<file path="src/gvcf_pkg.sv">
// gvcf_pkg: shared types, widths, register codes and the sequencer microprogram
// for the gravity vector complementary filter. No dependencies.

package gvcf_pkg;

  localparam int VEC_FRAC_BITS_DEF = 29;

  // shared multiplier operand, product and accumulator widths
  localparam int OPW    = 33;
  localparam int PROD_W = 2 * OPW;
  localparam int ACC_W  = 68;
  // accel x gravity before the gain, and its low split
  localparam int D_W    = 49;
  localparam int DL_W   = 24;

  localparam int STEP_W = 6;
  localparam logic [STEP_W-1:0] LAST_STEP = 6'd42;

  localparam int CFG_IDX_W  = 2;
  localparam int CFG_DATA_W = 24;
  localparam logic [CFG_IDX_W-1:0] CFG_KP_GAIN    = 2'd0;
  localparam logic [CFG_IDX_W-1:0] CFG_GYRO_SCALE = 2'd1;

  localparam logic [15:0] KP_RESET    = 16'd2097;
  localparam logic [23:0] GS_RESET    = 24'd5856353;
  localparam logic [30:0] GS100_RESET = 31'(32'(GS_RESET) * 32'd100);

  typedef struct packed {
    logic signed [15:0] accel_x;
    logic signed [15:0] accel_y;
    logic signed [15:0] accel_z;
    logic signed [15:0] gyro_x;
    logic signed [15:0] gyro_y;
    logic signed [15:0] gyro_z;
  } in_t;

  typedef struct packed {
    logic signed [31:0] grav_x;
    logic signed [31:0] grav_y;
    logic signed [31:0] grav_z;
    logic signed [31:0] rate_x;
    logic signed [31:0] rate_y;
    logic signed [31:0] rate_z;
  } out_t;

  typedef enum logic [3:0] {
    A_ZERO, A_C, A_CORR, A_W, A_G, A_T, A_A, A_DH, A_DL, A_TH
  } asel_t;

  typedef enum logic [3:0] {
    B_ZERO, B_GS100, B_GS, B_P40, B_PF, B_G, B_T, B_H, B_K
  } bsel_t;

  typedef enum logic [2:0] {
    ACC_HOLD, ACC_SET, ACC_SETNEG, ACC_ADD, ACC_SUB
  } accop_t;

  typedef enum logic [2:0] {
    WB_NONE, WB_RATE, WB_W, WB_T, WB_H, WB_G, WB_D, WB_CORR
  } wb_t;

  typedef struct packed {
    asel_t      a_sel;
    logic [1:0] a_idx;
    bsel_t      b_sel;
    logic [1:0] b_idx;
    accop_t     acc_op;
    logic       acc_shl;
    wb_t        wb;
    logic [1:0] wb_idx;
  } uop_t;

  typedef struct packed {
    logic busy;
    logic done;
    uop_t uop;
  } ctl_t;

  localparam uop_t UOP_IDLE = '{a_sel: A_ZERO, a_idx: 2'd0, b_sel: B_ZERO, b_idx: 2'd0,
                                acc_op: ACC_HOLD, acc_shl: 1'b0, wb: WB_NONE,
                                wb_idx: 2'd0};

  function automatic uop_t uop_mk(input asel_t a, input logic [1:0] ai, input bsel_t b,
                                  input logic [1:0] bi, input accop_t op, input logic shl,
                                  input wb_t wb, input logic [1:0] wi);
    uop_t u;
    u.a_sel   = a;
    u.a_idx   = ai;
    u.b_sel   = b;
    u.b_idx   = bi;
    u.acc_op  = op;
    u.acc_shl = shl;
    u.wb      = wb;
    u.wb_idx  = wi;
    return u;
  endfunction

  // each step: multiply issued now, accumulate of the previous product,
  // writeback of the accumulator as it stood at the start of the step
  function automatic uop_t gvcf_uop(input logic [STEP_W-1:0] step);
    uop_t u;
    unique case (step)
      // rates: -(c * gs * 100)
      6'd0:  u = uop_mk(A_C,    2'd0, B_GS100, 2'd0, ACC_HOLD,   1'b0, WB_NONE, 2'd0);
      6'd1:  u = uop_mk(A_C,    2'd1, B_GS100, 2'd0, ACC_SETNEG, 1'b0, WB_NONE, 2'd0);
      6'd2:  u = uop_mk(A_C,    2'd2, B_GS100, 2'd0, ACC_SETNEG, 1'b0, WB_RATE, 2'd0);
      // angles: -(c * gs) + corr << (40 - f)
      6'd3:  u = uop_mk(A_C,    2'd0, B_GS,    2'd0, ACC_SETNEG, 1'b0, WB_RATE, 2'd1);
      6'd4:  u = uop_mk(A_CORR, 2'd0, B_P40,   2'd0, ACC_SETNEG, 1'b0, WB_RATE, 2'd2);
      6'd5:  u = uop_mk(A_C,    2'd1, B_GS,    2'd0, ACC_ADD,    1'b0, WB_NONE, 2'd0);
      6'd6:  u = uop_mk(A_CORR, 2'd1, B_P40,   2'd0, ACC_SETNEG, 1'b0, WB_W,    2'd0);
      6'd7:  u = uop_mk(A_C,    2'd2, B_GS,    2'd0, ACC_ADD,    1'b0, WB_NONE, 2'd0);
      6'd8:  u = uop_mk(A_CORR, 2'd2, B_P40,   2'd0, ACC_SETNEG, 1'b0, WB_W,    2'd1);
      // rotation: g << f + w x g
      6'd9:  u = uop_mk(A_W,    2'd1, B_G,     2'd2, ACC_ADD,    1'b0, WB_NONE, 2'd0);
      6'd10: u = uop_mk(A_G,    2'd0, B_PF,    2'd0, ACC_SET,    1'b0, WB_W,    2'd2);
      6'd11: u = uop_mk(A_W,    2'd2, B_G,     2'd1, ACC_ADD,    1'b0, WB_NONE, 2'd0);
      6'd12: u = uop_mk(A_W,    2'd2, B_G,     2'd0, ACC_SUB,    1'b0, WB_NONE, 2'd0);
      6'd13: u = uop_mk(A_W,    2'd0, B_G,     2'd2, ACC_SET,    1'b0, WB_T,    2'd0);
      6'd14: u = uop_mk(A_G,    2'd1, B_PF,    2'd0, ACC_SUB,    1'b0, WB_NONE, 2'd0);
      6'd15: u = uop_mk(A_W,    2'd0, B_G,     2'd1, ACC_ADD,    1'b0, WB_NONE, 2'd0);
      6'd16: u = uop_mk(A_W,    2'd1, B_G,     2'd0, ACC_SET,    1'b0, WB_T,    2'd1);
      6'd17: u = uop_mk(A_G,    2'd2, B_PF,    2'd0, ACC_SUB,    1'b0, WB_NONE, 2'd0);
      // normalization factor: 3 << 2f - |t|^2
      6'd18: u = uop_mk(A_TH,   2'd0, B_PF,    2'd0, ACC_ADD,    1'b0, WB_NONE, 2'd0);
      6'd19: u = uop_mk(A_T,    2'd0, B_T,     2'd0, ACC_SET,    1'b0, WB_T,    2'd2);
      6'd20: u = uop_mk(A_T,    2'd1, B_T,     2'd1, ACC_SUB,    1'b0, WB_NONE, 2'd0);
      6'd21: u = uop_mk(A_T,    2'd2, B_T,     2'd2, ACC_SUB,    1'b0, WB_NONE, 2'd0);
      6'd22: u = uop_mk(A_ZERO, 2'd0, B_ZERO,  2'd0, ACC_SUB,    1'b0, WB_NONE, 2'd0);
      6'd23: u = uop_mk(A_ZERO, 2'd0, B_ZERO,  2'd0, ACC_HOLD,   1'b0, WB_H,    2'd0);
      // new gravity: t * h
      6'd24: u = uop_mk(A_T,    2'd0, B_H,     2'd0, ACC_HOLD,   1'b0, WB_NONE, 2'd0);
      6'd25: u = uop_mk(A_T,    2'd1, B_H,     2'd0, ACC_SET,    1'b0, WB_NONE, 2'd0);
      6'd26: u = uop_mk(A_T,    2'd2, B_H,     2'd0, ACC_SET,    1'b0, WB_G,    2'd0);
      6'd27: u = uop_mk(A_ZERO, 2'd0, B_ZERO,  2'd0, ACC_SET,    1'b0, WB_G,    2'd1);
      // accel x gravity, z component first
      6'd28: u = uop_mk(A_A,    2'd0, B_G,     2'd1, ACC_HOLD,   1'b0, WB_G,    2'd2);
      6'd29: u = uop_mk(A_A,    2'd1, B_G,     2'd0, ACC_SET,    1'b0, WB_NONE, 2'd0);
      6'd30: u = uop_mk(A_A,    2'd1, B_G,     2'd2, ACC_SUB,    1'b0, WB_NONE, 2'd0);
      6'd31: u = uop_mk(A_A,    2'd2, B_G,     2'd1, ACC_SET,    1'b0, WB_D,    2'd2);
      6'd32: u = uop_mk(A_A,    2'd2, B_G,     2'd0, ACC_SUB,    1'b0, WB_NONE, 2'd0);
      6'd33: u = uop_mk(A_A,    2'd0, B_G,     2'd2, ACC_SET,    1'b0, WB_D,    2'd0);
      // correction: d * kp in two halves
      6'd34: u = uop_mk(A_DH,   2'd2, B_K,     2'd0, ACC_SUB,    1'b0, WB_NONE, 2'd0);
      6'd35: u = uop_mk(A_DL,   2'd2, B_K,     2'd0, ACC_SET,    1'b1, WB_D,    2'd1);
      6'd36: u = uop_mk(A_DH,   2'd0, B_K,     2'd0, ACC_ADD,    1'b0, WB_NONE, 2'd0);
      6'd37: u = uop_mk(A_DL,   2'd0, B_K,     2'd0, ACC_SET,    1'b1, WB_CORR, 2'd2);
      6'd38: u = uop_mk(A_DH,   2'd1, B_K,     2'd0, ACC_ADD,    1'b0, WB_NONE, 2'd0);
      6'd39: u = uop_mk(A_DL,   2'd1, B_K,     2'd0, ACC_SET,    1'b1, WB_CORR, 2'd0);
      6'd40: u = uop_mk(A_ZERO, 2'd0, B_ZERO,  2'd0, ACC_ADD,    1'b0, WB_NONE, 2'd0);
      6'd41: u = uop_mk(A_ZERO, 2'd0, B_ZERO,  2'd0, ACC_HOLD,   1'b0, WB_CORR, 2'd1);
      default: u = UOP_IDLE;
    endcase
    return u;
  endfunction

endpackage

</file>
<file path="src/gvcf_rndsat.sv">
// gvcf_rndsat: round-half-up shift and 32-bit saturation of the accumulator,
// shift chosen by the writeback target. Depends on gvcf_pkg.

module gvcf_rndsat
  import gvcf_pkg::*;
#(
  parameter int VEC_FRAC_BITS = VEC_FRAC_BITS_DEF
)
(
  input  logic signed [ACC_W-1:0] acc,
  input  wb_t                     kind,
  output logic signed [31:0]      val
);

  localparam logic signed [ACC_W-1:0] SMAX = {{(ACC_W-31){1'b0}}, {31{1'b1}}};
  localparam logic signed [ACC_W-1:0] SMIN = {{(ACC_W-31){1'b1}}, {31{1'b0}}};

  logic [5:0]              sh;
  logic                    minus;
  logic signed [ACC_W-1:0] bias;
  logic signed [ACC_W-1:0] v;
  logic signed [ACC_W-1:0] r;

  always_comb begin
    unique case (kind)
      WB_RATE: sh = 6'd16;
      WB_W:    sh = 6'(40 - VEC_FRAC_BITS);
      WB_T:    sh = 6'(VEC_FRAC_BITS);
      WB_H:    sh = 6'(VEC_FRAC_BITS);
      WB_G:    sh = 6'(VEC_FRAC_BITS + 1);
      WB_CORR: sh = 6'd32;
      default: sh = 6'd1;
    endcase
  end

  // h is 3 - m with m rounded half up, so its bias is one less
  assign minus = (kind == WB_H);
  assign bias  = $signed((ACC_W'(1) << (sh - 6'd1)) - ACC_W'(minus));
  assign v     = acc + bias;
  assign r     = v >>> sh;

  always_comb begin
    if (r > SMAX) begin
      val = 32'sh7FFF_FFFF;
    end else if (r < SMIN) begin
      val = 32'sh8000_0000;
    end else begin
      val = r[31:0];
    end
  end

endmodule

</file>
<file path="config.mk">
export PLATFORM = sky130hd
export DESIGN_NAME = gvcf_rndsat
export DESIGN_NICKNAME = d
export VERILOG_FILES = /design/src/gvcf_pkg.sv /design/src/gvcf_rndsat.sv
export SDC_FILE = /design/constraint.sdc
export NUM_CORES = 1
export LEC_CHECK = 0
export BUFFER_PORTS_ARGS = -buffer_cell sky130_fd_sc_hd__clkbuf_2
export CAP_MARGIN = 20
export CELL_PAD_IN_SITES_DETAIL_PLACEMENT = 0
export CELL_PAD_IN_SITES_GLOBAL_PLACEMENT = 1
export CORE_UTILIZATION = 26
export DETAILED_ROUTE_END_ITERATION = 12
export PLACE_DENSITY = 0.56
export SYNTH_ARGS = -nofsm -noshare
export SYNTH_HDL_FRONTEND = slang
export SYNTH_SLANG_ARGS = --single-unit
</file>
<file path="constraint.sdc">
create_clock -name vclk -period 15.35
set_clock_uncertainty 0.15 [all_clocks]
set_input_delay 3.07 -clock vclk [all_inputs]
set_output_delay 3.07 -clock vclk [all_outputs]
set_load 0.05 [all_outputs]
</file>
==> results.cfg <==
[run_status]
status = completed

[placed_design]
hpwl_mm = 60.2
gp_congestion = 1.05
dpl.cell_count = 2502
portBuffers = 103

[logic_synthesis]
netlist_area_sq_um = 11300
yosysUniqueCellTypes = 101
syn_nets = 2021
seq_area_frac_synth = 0
synth.avg_cell_area_sq_um = 6.00
yosys_warnings = 0
synth_cells = 1875

[grt]
grt_max_degree = 73
antenna_found_initial = 3
grt_pass1_wl_mm = 107
grt_pass1_vias = 14900
overflow = 0
grt_usage = 0.327

[final_layout]
multi_input_area_sq_um = 10300
drive_gt1_frac = 0.123
nFlopsAndLatches = 0
seq_area_sq_um = 0
nNetsFinal = 2075
nClkBuffers = 0
fin_cells = 2505
areaGrowthSynthToFinish_pct = 11.5
fillCellCount = 4919

[timing]
period_minus_slack_ns = 13.78
post-route-period-util = 0.897
tns_ns = 0
rsz0062_at_grt = false
hold_violations = 0
worst_pin_slew_ns = 1.23
max_freq_mhz = 72.6
relSlewSlack = 0.175
slew_violations = 0
setup_viol = 0

[cts]
ctsResizeCount = 0
ctsHoldBuffers = 0
postCtsSetupBuffers = 0

[floorplan]
die_area_sq_um = 44100
row_count = 75
io_pins = 103
die_x_um = 210
initial_core_util = 0.266
fp.dieH_um = 210
design.core.area_sq_um = 42300

[critical_path]
criticalPathCategory = in2out
cp_slowest_stage_delay_ns = 0.61
start_kind = input port
path_delay_family = simple AND/OR/NAND/NOR gates
crit_path_max_fanout = 29
required_ns = 12.13
crit_top_cell = nor2_1
critPathCaptureType = primary output
critPathArrivalTime_ns = 10.56
cp_slowest_cell = mux2i_1
worst-path-buf-inv = 6

[route]
vias = 16000
wirelength_mm = 74.3
wl_per_cell_um = 29.6
drc = 0
drtIter0Drc = 1919
firstDrtPassIters = 7
vias_per_cell = 6.40
antenna_left = 0

[hold_path]
hold_class = in2out
whs_path_depth = 5
hold_end = val[30]
hold_start = kind[0]

[run]
max_cap_violations = 0
-- layout make-up --
class,count,share of cell area
Tap cell,577,0.0575
Multi-Input combinational cell,1642,0.821
Inverter,102,0.0305
Timing Repair Buffer,183,0.0903
Antenna cell,1,0.000199
-- worst max-delay path by stage --
| stage | startpoint | end | cells after the start |
|---|---|---|---|
| detailed placement | kind[2] | val[3] | 26 |
| finish | kind[1] | val[3] | 25 |
| global route | kind[2] | val[3] | 27 |
| floorplan | kind[2] | val[20] | 23 |
| global placement | kind[1] | val[3] | 24 |
| CTS | kind[2] | val[3] | 26 |
-- cell usage in the layout (no fill, tap or decap), types with 10 or more instances in the layout --
master / synthesis / routed
xor2_1: 21 / 21
mux2_2: 10 / 10
and4_1: 13 / 13
buf_4: 4 / 77
nand4_1: 50 / 50
ha_1: 74 / 74
o22ai_1: 28 / 28
inv_1: 98 / 98
o31ai_1: 15 / 15
o21ai_0: 152 / 152
a21oi_1: 197 / 197
o21ai_1: 24 / 24
or3_1: 13 / 13
o211ai_1: 38 / 38
nand2_1: 229 / 229
nor4_1: 17 / 17
nor2_1: 205 / 201
o21a_1: 12 / 12
nand3_1: 59 / 59
and3_1: 20 / 20
a22oi_1: 18 / 18
and2_1: 18 / 18
a31oi_1: 17 / 17
a221oi_1: 22 / 22
clkbuf_2: 2 / 103
mux2i_1: 27 / 27
a21o_1: 37 / 37
o221ai_1: 16 / 16
a211oi_1: 39 / 39
xnor2_1: 24 / 24
nor3_1: 51 / 51
-- metrics by stage --
stage / hold slack [ns] / area (sq um) / utilization / worst slack [ns]
after floorplan: 6.75 / 11300 / - / 2.43
after detailed placement: 6.87 / 12500 / 0.296 / 1.78
final: 6.94 / 12500 / 0.297 / 1.57
after global placement: 6.90 / 12500 / 0.296 / 1.89
after CTS: 6.87 / 12500 / 0.296 / 1.77
after global routing: 6.94 / 12500 / 0.296 / 1.23
-- cells in the mapped netlist, drive strengths merged (18+ instances only) --
cell    instances  area share
a22oi          19       0.013
xnor2          24       0.019
ha             74       0.082
nor4           21       0.015
mux2i          27       0.024
o31ai          19       0.014
clkbuf         78       0.026
a211oi         41       0.028
nand3          60       0.027
a21o           37       0.025
and3           20       0.011
o21ai         177       0.079
o211ai         38       0.025
o22ai          28       0.016
a221oi         25       0.022
and2           18       0.010
xor2           21       0.016
nand4          50       0.028
buf            53       0.025
nand2         229       0.076
nor2          205       0.068
inv           100       0.033
nor3           54       0.026
a21oi         199       0.090
-- logic make-up after synthesis --
group           after synthesis  synth area share
compound gates              751             0.448
simple gates                732             0.312
buf+inv                     233            0.0851
fa+ha+maj                    75            0.0841
xor+xnor                     45            0.0350
mux                          38            0.0360
other cells                   1          0.000333
-- layer usage --
layer / track usage / wire length (um)
met5: 0 / 41
met1: 0.454 / 32800
met4: 0.120 / 3010
met2: 0.504 / 31800
met3: 0.0521 / 6630
