==> config.mk <==
export PLATFORM = sky130hd
export DESIGN_NAME = gvcf_mac
export DESIGN_NICKNAME = d
export VERILOG_FILES = /design/src/gvcf_pkg.sv /design/src/gvcf_mac.sv
export SDC_FILE = /design/constraint.sdc
export NUM_CORES = 2
export LEC_CHECK = 0
export ABC_AREA = 1
export BUFFER_PORTS_ARGS = -buffer_cell sky130_fd_sc_hd__buf_2
export CAP_MARGIN = 20
export CORE_UTILIZATION = 41
export CTS_BUF_LIST = sky130_fd_sc_hd__clkbuf_8
export DETAILED_ROUTE_END_ITERATION = 10
export PLACE_DENSITY = 0.65
export SLEW_MARGIN = 10
export SYNTH_ARGS = -nofsm -noshare
export SYNTH_HDL_FRONTEND = slang
export SYNTH_SLANG_ARGS = --single-unit
==> constraint.sdc <==
create_clock -name clk -period 14.6 [get_ports clk]
set_input_delay 3.65 -clock clk [delete_from_list [all_inputs] [get_ports clk]]
set_output_delay 3.65 -clock clk [all_outputs]
set_load 0.1 [all_outputs]
==> src/gvcf_pkg.sv <==
// gvcf_pkg: shared types, widths, register codes and the sequencer microprogram
// for the gravity vector complementary filter. No dependencies.

package gvcf_pkg;

  localparam int VEC_FRAC_BITS_DEF = 29;

  // shared multiplier operand, product and accumulator widths
  localparam int OPW    = 33;
  localparam int PROD_W = 2 * OPW;
  localparam int ACC_W  = 68;
  // accel x gravity before the gain, and its low split
  localparam int D_W    = 49;
  localparam int DL_W   = 24;

  localparam int STEP_W = 6;
  localparam logic [STEP_W-1:0] LAST_STEP = 6'd42;

  localparam int CFG_IDX_W  = 2;
  localparam int CFG_DATA_W = 24;
  localparam logic [CFG_IDX_W-1:0] CFG_KP_GAIN    = 2'd0;
  localparam logic [CFG_IDX_W-1:0] CFG_GYRO_SCALE = 2'd1;

  localparam logic [15:0] KP_RESET    = 16'd2097;
  localparam logic [23:0] GS_RESET    = 24'd5856353;
  localparam logic [30:0] GS100_RESET = 31'(32'(GS_RESET) * 32'd100);

  typedef struct packed {
    logic signed [15:0] accel_x;
    logic signed [15:0] accel_y;
    logic signed [15:0] accel_z;
    logic signed [15:0] gyro_x;
    logic signed [15:0] gyro_y;
    logic signed [15:0] gyro_z;
  } in_t;

  typedef struct packed {
    logic signed [31:0] grav_x;
    logic signed [31:0] grav_y;
    logic signed [31:0] grav_z;
    logic signed [31:0] rate_x;
    logic signed [31:0] rate_y;
    logic signed [31:0] rate_z;
  } out_t;

  typedef enum logic [3:0] {
    A_ZERO, A_C, A_CORR, A_W, A_G, A_T, A_A, A_DH, A_DL, A_TH
  } asel_t;

  typedef enum logic [3:0] {
    B_ZERO, B_GS100, B_GS, B_P40, B_PF, B_G, B_T, B_H, B_K
  } bsel_t;

  typedef enum logic [2:0] {
    ACC_HOLD, ACC_SET, ACC_SETNEG, ACC_ADD, ACC_SUB
  } accop_t;

  typedef enum logic [2:0] {
    WB_NONE, WB_RATE, WB_W, WB_T, WB_H, WB_G, WB_D, WB_CORR
  } wb_t;

  typedef struct packed {
    asel_t      a_sel;
    logic [1:0] a_idx;
    bsel_t      b_sel;
    logic [1:0] b_idx;
    accop_t     acc_op;
    logic       acc_shl;
    wb_t        wb;
    logic [1:0] wb_idx;
  } uop_t;

  typedef struct packed {
    logic busy;
    logic done;
    uop_t uop;
  } ctl_t;

  localparam uop_t UOP_IDLE = '{a_sel: A_ZERO, a_idx: 2'd0, b_sel: B_ZERO, b_idx: 2'd0,
                                acc_op: ACC_HOLD, acc_shl: 1'b0, wb: WB_NONE,
                                wb_idx: 2'd0};

  function automatic uop_t uop_mk(input asel_t a, input logic [1:0] ai, input bsel_t b,
                                  input logic [1:0] bi, input accop_t op, input logic shl,
                                  input wb_t wb, input logic [1:0] wi);
    uop_t u;
    u.a_sel   = a;
    u.a_idx   = ai;
    u.b_sel   = b;
    u.b_idx   = bi;
    u.acc_op  = op;
    u.acc_shl = shl;
    u.wb      = wb;
    u.wb_idx  = wi;
    return u;
  endfunction

  // each step: multiply issued now, accumulate of the previous product,
  // writeback of the accumulator as it stood at the start of the step
  function automatic uop_t gvcf_uop(input logic [STEP_W-1:0] step);
    uop_t u;
    unique case (step)
      // rates: -(c * gs * 100)
      6'd0:  u = uop_mk(A_C,    2'd0, B_GS100, 2'd0, ACC_HOLD,   1'b0, WB_NONE, 2'd0);
      6'd1:  u = uop_mk(A_C,    2'd1, B_GS100, 2'd0, ACC_SETNEG, 1'b0, WB_NONE, 2'd0);
      6'd2:  u = uop_mk(A_C,    2'd2, B_GS100, 2'd0, ACC_SETNEG, 1'b0, WB_RATE, 2'd0);
      // angles: -(c * gs) + corr << (40 - f)
      6'd3:  u = uop_mk(A_C,    2'd0, B_GS,    2'd0, ACC_SETNEG, 1'b0, WB_RATE, 2'd1);
      6'd4:  u = uop_mk(A_CORR, 2'd0, B_P40,   2'd0, ACC_SETNEG, 1'b0, WB_RATE, 2'd2);
      6'd5:  u = uop_mk(A_C,    2'd1, B_GS,    2'd0, ACC_ADD,    1'b0, WB_NONE, 2'd0);
      6'd6:  u = uop_mk(A_CORR, 2'd1, B_P40,   2'd0, ACC_SETNEG, 1'b0, WB_W,    2'd0);
      6'd7:  u = uop_mk(A_C,    2'd2, B_GS,    2'd0, ACC_ADD,    1'b0, WB_NONE, 2'd0);
      6'd8:  u = uop_mk(A_CORR, 2'd2, B_P40,   2'd0, ACC_SETNEG, 1'b0, WB_W,    2'd1);
      // rotation: g << f + w x g
      6'd9:  u = uop_mk(A_W,    2'd1, B_G,     2'd2, ACC_ADD,    1'b0, WB_NONE, 2'd0);
      6'd10: u = uop_mk(A_G,    2'd0, B_PF,    2'd0, ACC_SET,    1'b0, WB_W,    2'd2);
      6'd11: u = uop_mk(A_W,    2'd2, B_G,     2'd1, ACC_ADD,    1'b0, WB_NONE, 2'd0);
      6'd12: u = uop_mk(A_W,    2'd2, B_G,     2'd0, ACC_SUB,    1'b0, WB_NONE, 2'd0);
      6'd13: u = uop_mk(A_W,    2'd0, B_G,     2'd2, ACC_SET,    1'b0, WB_T,    2'd0);
      6'd14: u = uop_mk(A_G,    2'd1, B_PF,    2'd0, ACC_SUB,    1'b0, WB_NONE, 2'd0);
      6'd15: u = uop_mk(A_W,    2'd0, B_G,     2'd1, ACC_ADD,    1'b0, WB_NONE, 2'd0);
      6'd16: u = uop_mk(A_W,    2'd1, B_G,     2'd0, ACC_SET,    1'b0, WB_T,    2'd1);
      6'd17: u = uop_mk(A_G,    2'd2, B_PF,    2'd0, ACC_SUB,    1'b0, WB_NONE, 2'd0);
      // normalization factor: 3 << 2f - |t|^2
      6'd18: u = uop_mk(A_TH,   2'd0, B_PF,    2'd0, ACC_ADD,    1'b0, WB_NONE, 2'd0);
      6'd19: u = uop_mk(A_T,    2'd0, B_T,     2'd0, ACC_SET,    1'b0, WB_T,    2'd2);
      6'd20: u = uop_mk(A_T,    2'd1, B_T,     2'd1, ACC_SUB,    1'b0, WB_NONE, 2'd0);
      6'd21: u = uop_mk(A_T,    2'd2, B_T,     2'd2, ACC_SUB,    1'b0, WB_NONE, 2'd0);
      6'd22: u = uop_mk(A_ZERO, 2'd0, B_ZERO,  2'd0, ACC_SUB,    1'b0, WB_NONE, 2'd0);
      6'd23: u = uop_mk(A_ZERO, 2'd0, B_ZERO,  2'd0, ACC_HOLD,   1'b0, WB_H,    2'd0);
      // new gravity: t * h
      6'd24: u = uop_mk(A_T,    2'd0, B_H,     2'd0, ACC_HOLD,   1'b0, WB_NONE, 2'd0);
      6'd25: u = uop_mk(A_T,    2'd1, B_H,     2'd0, ACC_SET,    1'b0, WB_NONE, 2'd0);
      6'd26: u = uop_mk(A_T,    2'd2, B_H,     2'd0, ACC_SET,    1'b0, WB_G,    2'd0);
      6'd27: u = uop_mk(A_ZERO, 2'd0, B_ZERO,  2'd0, ACC_SET,    1'b0, WB_G,    2'd1);
      // accel x gravity, z component first
      6'd28: u = uop_mk(A_A,    2'd0, B_G,     2'd1, ACC_HOLD,   1'b0, WB_G,    2'd2);
      6'd29: u = uop_mk(A_A,    2'd1, B_G,     2'd0, ACC_SET,    1'b0, WB_NONE, 2'd0);
      6'd30: u = uop_mk(A_A,    2'd1, B_G,     2'd2, ACC_SUB,    1'b0, WB_NONE, 2'd0);
      6'd31: u = uop_mk(A_A,    2'd2, B_G,     2'd1, ACC_SET,    1'b0, WB_D,    2'd2);
      6'd32: u = uop_mk(A_A,    2'd2, B_G,     2'd0, ACC_SUB,    1'b0, WB_NONE, 2'd0);
      6'd33: u = uop_mk(A_A,    2'd0, B_G,     2'd2, ACC_SET,    1'b0, WB_D,    2'd0);
      // correction: d * kp in two halves
      6'd34: u = uop_mk(A_DH,   2'd2, B_K,     2'd0, ACC_SUB,    1'b0, WB_NONE, 2'd0);
      6'd35: u = uop_mk(A_DL,   2'd2, B_K,     2'd0, ACC_SET,    1'b1, WB_D,    2'd1);
      6'd36: u = uop_mk(A_DH,   2'd0, B_K,     2'd0, ACC_ADD,    1'b0, WB_NONE, 2'd0);
      6'd37: u = uop_mk(A_DL,   2'd0, B_K,     2'd0, ACC_SET,    1'b1, WB_CORR, 2'd2);
      6'd38: u = uop_mk(A_DH,   2'd1, B_K,     2'd0, ACC_ADD,    1'b0, WB_NONE, 2'd0);
      6'd39: u = uop_mk(A_DL,   2'd1, B_K,     2'd0, ACC_SET,    1'b1, WB_CORR, 2'd0);
      6'd40: u = uop_mk(A_ZERO, 2'd0, B_ZERO,  2'd0, ACC_ADD,    1'b0, WB_NONE, 2'd0);
      6'd41: u = uop_mk(A_ZERO, 2'd0, B_ZERO,  2'd0, ACC_HOLD,   1'b0, WB_CORR, 2'd1);
      default: u = UOP_IDLE;
    endcase
    return u;
  endfunction

endpackage

==> src/gvcf_mac.sv <==
// gvcf_mac: the shared 33x33 signed multiplier with a product register and
// the wide accumulator behind it. Depends on gvcf_pkg.

module gvcf_mac
  import gvcf_pkg::*;
(
  input  logic                    clk,
  input  logic signed [OPW-1:0]   op_a,
  input  logic signed [OPW-1:0]   op_b,
  input  accop_t                  acc_op,
  input  logic                    acc_shl,
  output logic signed [ACC_W-1:0] acc_r
);

  logic signed [PROD_W-1:0] prod_nxt;
  logic signed [PROD_W-1:0] prod_r;
  logic signed [ACC_W-1:0]  p_ext;
  logic signed [ACC_W-1:0]  p_sel;
  logic signed [ACC_W-1:0]  acc_nxt;

  assign prod_nxt = op_a * op_b;
  assign p_ext    = ACC_W'(prod_r);
  // high half of a split operand lands DL_W bits up
  assign p_sel    = acc_shl ? (p_ext <<< DL_W) : p_ext;

  always_comb begin
    unique case (acc_op)
      ACC_SET:    acc_nxt = p_sel;
      ACC_SETNEG: acc_nxt = -p_sel;
      ACC_ADD:    acc_nxt = acc_r + p_sel;
      ACC_SUB:    acc_nxt = acc_r - p_sel;
      default:    acc_nxt = acc_r;
    endcase
  end

  always_ff @(posedge clk) begin
    prod_r <= prod_nxt;
    acc_r  <= acc_nxt;
  end

endmodule

==> impl_metrics.json <==
{
  "hold_violations": 0,
  "htreeDepth": 4,
  "globalRouteTotalUtil_pct": 26.2,
  "crit_required_ns": 15.05,
  "cts.path.max_buffers": 2,
  "synthCells": 7091,
  "grt_pass1_vias": 47100,
  "drive_above_1_share_pct": 4.65,
  "synth.area.top_cells": "fa_1 43%, inv_1 14%, nand2_1 12%",
  "area_growth_syn_to_layout_pct": 4.29,
  "clk_pin_slew_worst_paths_ns": 0.11,
  "cts_num_sinks": 134,
  "die_h_um": 363,
  "drv_slew": 0,
  "crit_top_cell": "fa_1",
  "grt_pass1_wl_um": 267000,
  "crit_family": "adder cells",
  "ys.flop_type": "edfxtp_1",
  "yosysWarnings": 0,
  "syn_nets": 8593,
  "regArea_um2": 3360,
  "die_x_um": 363,
  "drtAntennaViolNets": 0,
  "finalWirelength_um": 168000,
  "syn_avg_cell_area_um2": 7.53,
  "place_ws_ns": 2.65,
  "cp-start-kind": "input pin",
  "gp_congestion": 0.993,
  "yosysTopAreaCell": "fa_1",
  "antenna_found_initial": 7,
  "fill_cells": 13200,
  "place_inst": 8699,
  "tightest_slew_ns": 1.06,
  "synth_cell_types": 56,
  "period_minus_slack_ns": 11.41,
  "setup_ws_ns": 3.19,
  "end_kind": "flip-flop",
  "layout.cells.non_filler": 8734,
  "cts_root_buffer": "clkbuf_8",
  "critPathKind": "input pin to flip-flop",
  "overflow": 0,
  "crit_buf_inv": 8,
  "start_util_pct": 41.3,
  "core-area_um2": 129000,
  "synth_enable_flop_cells": 68,
  "post_cts_buffers": 0,
  "skew_ns": 0.0178,
  "ys_ff_latch": 134,
  "dieArea_um2": 132000,
  "ios": 139,
  "drt-wirelength-per-cell_um": 19.3,
  "multiInputGateArea_um2": 41200,
  "via_count": 44500,
  "io_buffers": 138,
  "synthMostInstantiatedCell": "inv_1",
  "drt_iter0_markers": 3865,
  "crit_fanout": 33,
  "cts_buffers": 17,
  "rsz0062_at_grt": "no",
  "clock_latency_ns": 0.53,
  "hp-class": "flip-flop to flip-flop",
  "status": "finished clean",
  "drc": 0,
  "synth_area_um2": 53400,
  "vias_per_cell": 5.10,
  "slowest_stage": "fa_1",
  "max_freq_mhz": 87.7,
  "finalCritPeriodShare_pct": 78.1,
  "cap_violations": 0,
  "slew-limit-headroom_pct": 29.0,
  "grt_max_degree": 75,
  "dr.pass1.iters": 8,
  "setup_viol": 0,
  "post_cts_resized": 0,
  "setup-tns-final_ns": 0,
  "rows": 132,
  "cts-hold-fix-buffers": 0,
  "synth_top_area_share_pct": 43.0,
  "cts_tree": "done",
  "ys_async_sr_fraction_pct": 0,
  "nNetsFinal": 8479,
  "synthTopCellsByCount": "2010 x inv_1, 1686 x nand2_1, 1146 x fa_1, 379 x nor2_1, 291 x clkbuf_1",
  "cp_data_arrival_time_ns": 11.86,
  "slowest_delay_ns": 1.00,
  "dp_hpwl_um": 142000,
  "synth-seq-area-share_pct": 6.30
}
==> cell families (layout without fill, tap and decap cells) <==
| logic type | after synthesis | in the layout | share of synthesized area, % |
|---|---|---|---|
| other | 0 | 2 | 0 |
| DFF | 134 | 134 | 6.30 |
| xor gates and xnor gates | 119 | 119 | 1.95 |
| and+or+nand+nor | 2438 | 2438 | 18.9 |
| AOI/OAI and AO/OA | 641 | 641 | 6.72 |
| adders and majority gates | 1431 | 1431 | 49.6 |
| buffers and inverters | 2328 | 2227 | 16.5 |
==> layout make-up <==
type	instances	share of cell area, %
multi-input combinational	4629	74.0
inverter	2018	13.6
clock buffer	17	0.420
sequential	134	6.04
timing repair buffer	177	1.77
antenna	2	0.00899
tap	1742	3.91
clock inverter	15	0.238
==> path summary, 6_finish.rpt <==
check | startpoint | to | slack (ns) | depth (start not counted)
max reg2reg | prod_r[1] | acc_r[62] | 8.99 | 24
min reg2reg | prod_r[19] | acc_r[19] | 0.73 | 2
min | prod_r[19] | acc_r[19] | 0.73 | 2
max | op_b[0] | prod_r[60] | 3.19 | 25
==> through the flow <==
| step | hold slack, ns | util, % | area [um2] |
|---|---|---|---|
| 4_1_cts | 0.713 | 43.0 | 55700 |
| 3_3_place_gp | 0.706 | 42.8 | 55300 |
| 2_1_floorplan | 0.640 | - | 53400 |
| 5_1_grt | 0.750 | 43.1 | 55700 |
| 6_report | 0.730 | 43.1 | 55700 |
| 3_5_place_dp | 0.717 | 42.8 | 55300 |
==> worst reg2reg max path, delay by kind of cell, from the launching register on <==
kind,cells,cell delay (ns)
flops,1,0.40
buf+inv,1,0.08
fa+ha+maj,2,0.63
compound gates,2,0.81
simple gates,19,3.46
==> sequential cells by signal (all words and copies together) (netlist names) <==
name / count
prod_r: 66
acc_r: 68
==> metal layers <==
layer	vias up	global-route usage, %	wire length, um
met2	1786	43.1	77300
met4	10	8.97	6310
li1	20300	-	-
met5	-	0	68
met3	285	3.17	12200
met1	22100	35.5	72500
==> cells in the final DEF, fill, tap and decap left out, types with 15 or more instances in the layout <==
| cell type | n |
|---|---|
| nor2_1 | 379 |
| a21o_1 | 20 |
| o21ai_0 | 231 |
| ha_1 | 285 |
| o21ai_1 | 16 |
| o221ai_1 | 15 |
| o211ai_1 | 23 |
| nor4_1 | 18 |
| edfxtp_1 | 68 |
| nand2_1 | 1684 |
| nand4_1 | 37 |
| inv_1 | 2009 |
| fa_1 | 1146 |
| nand2_2 | 26 |
| nand3_1 | 172 |
| nand3b_1 | 15 |
| a21oi_1 | 238 |
| clkbuf_8 | 17 |
| xnor2_1 | 33 |
| dfxtp_1 | 66 |
| buf_2 | 139 |
| buf_4 | 37 |
| xor2_1 | 86 |
| nor3_1 | 28 |
| a31oi_1 | 38 |
| or2_2 | 24 |
| o21bai_1 | 19 |
Power is not shown: default switching activity piles up to over one toggle a cycle in this logic, so the estimate is an artifact.
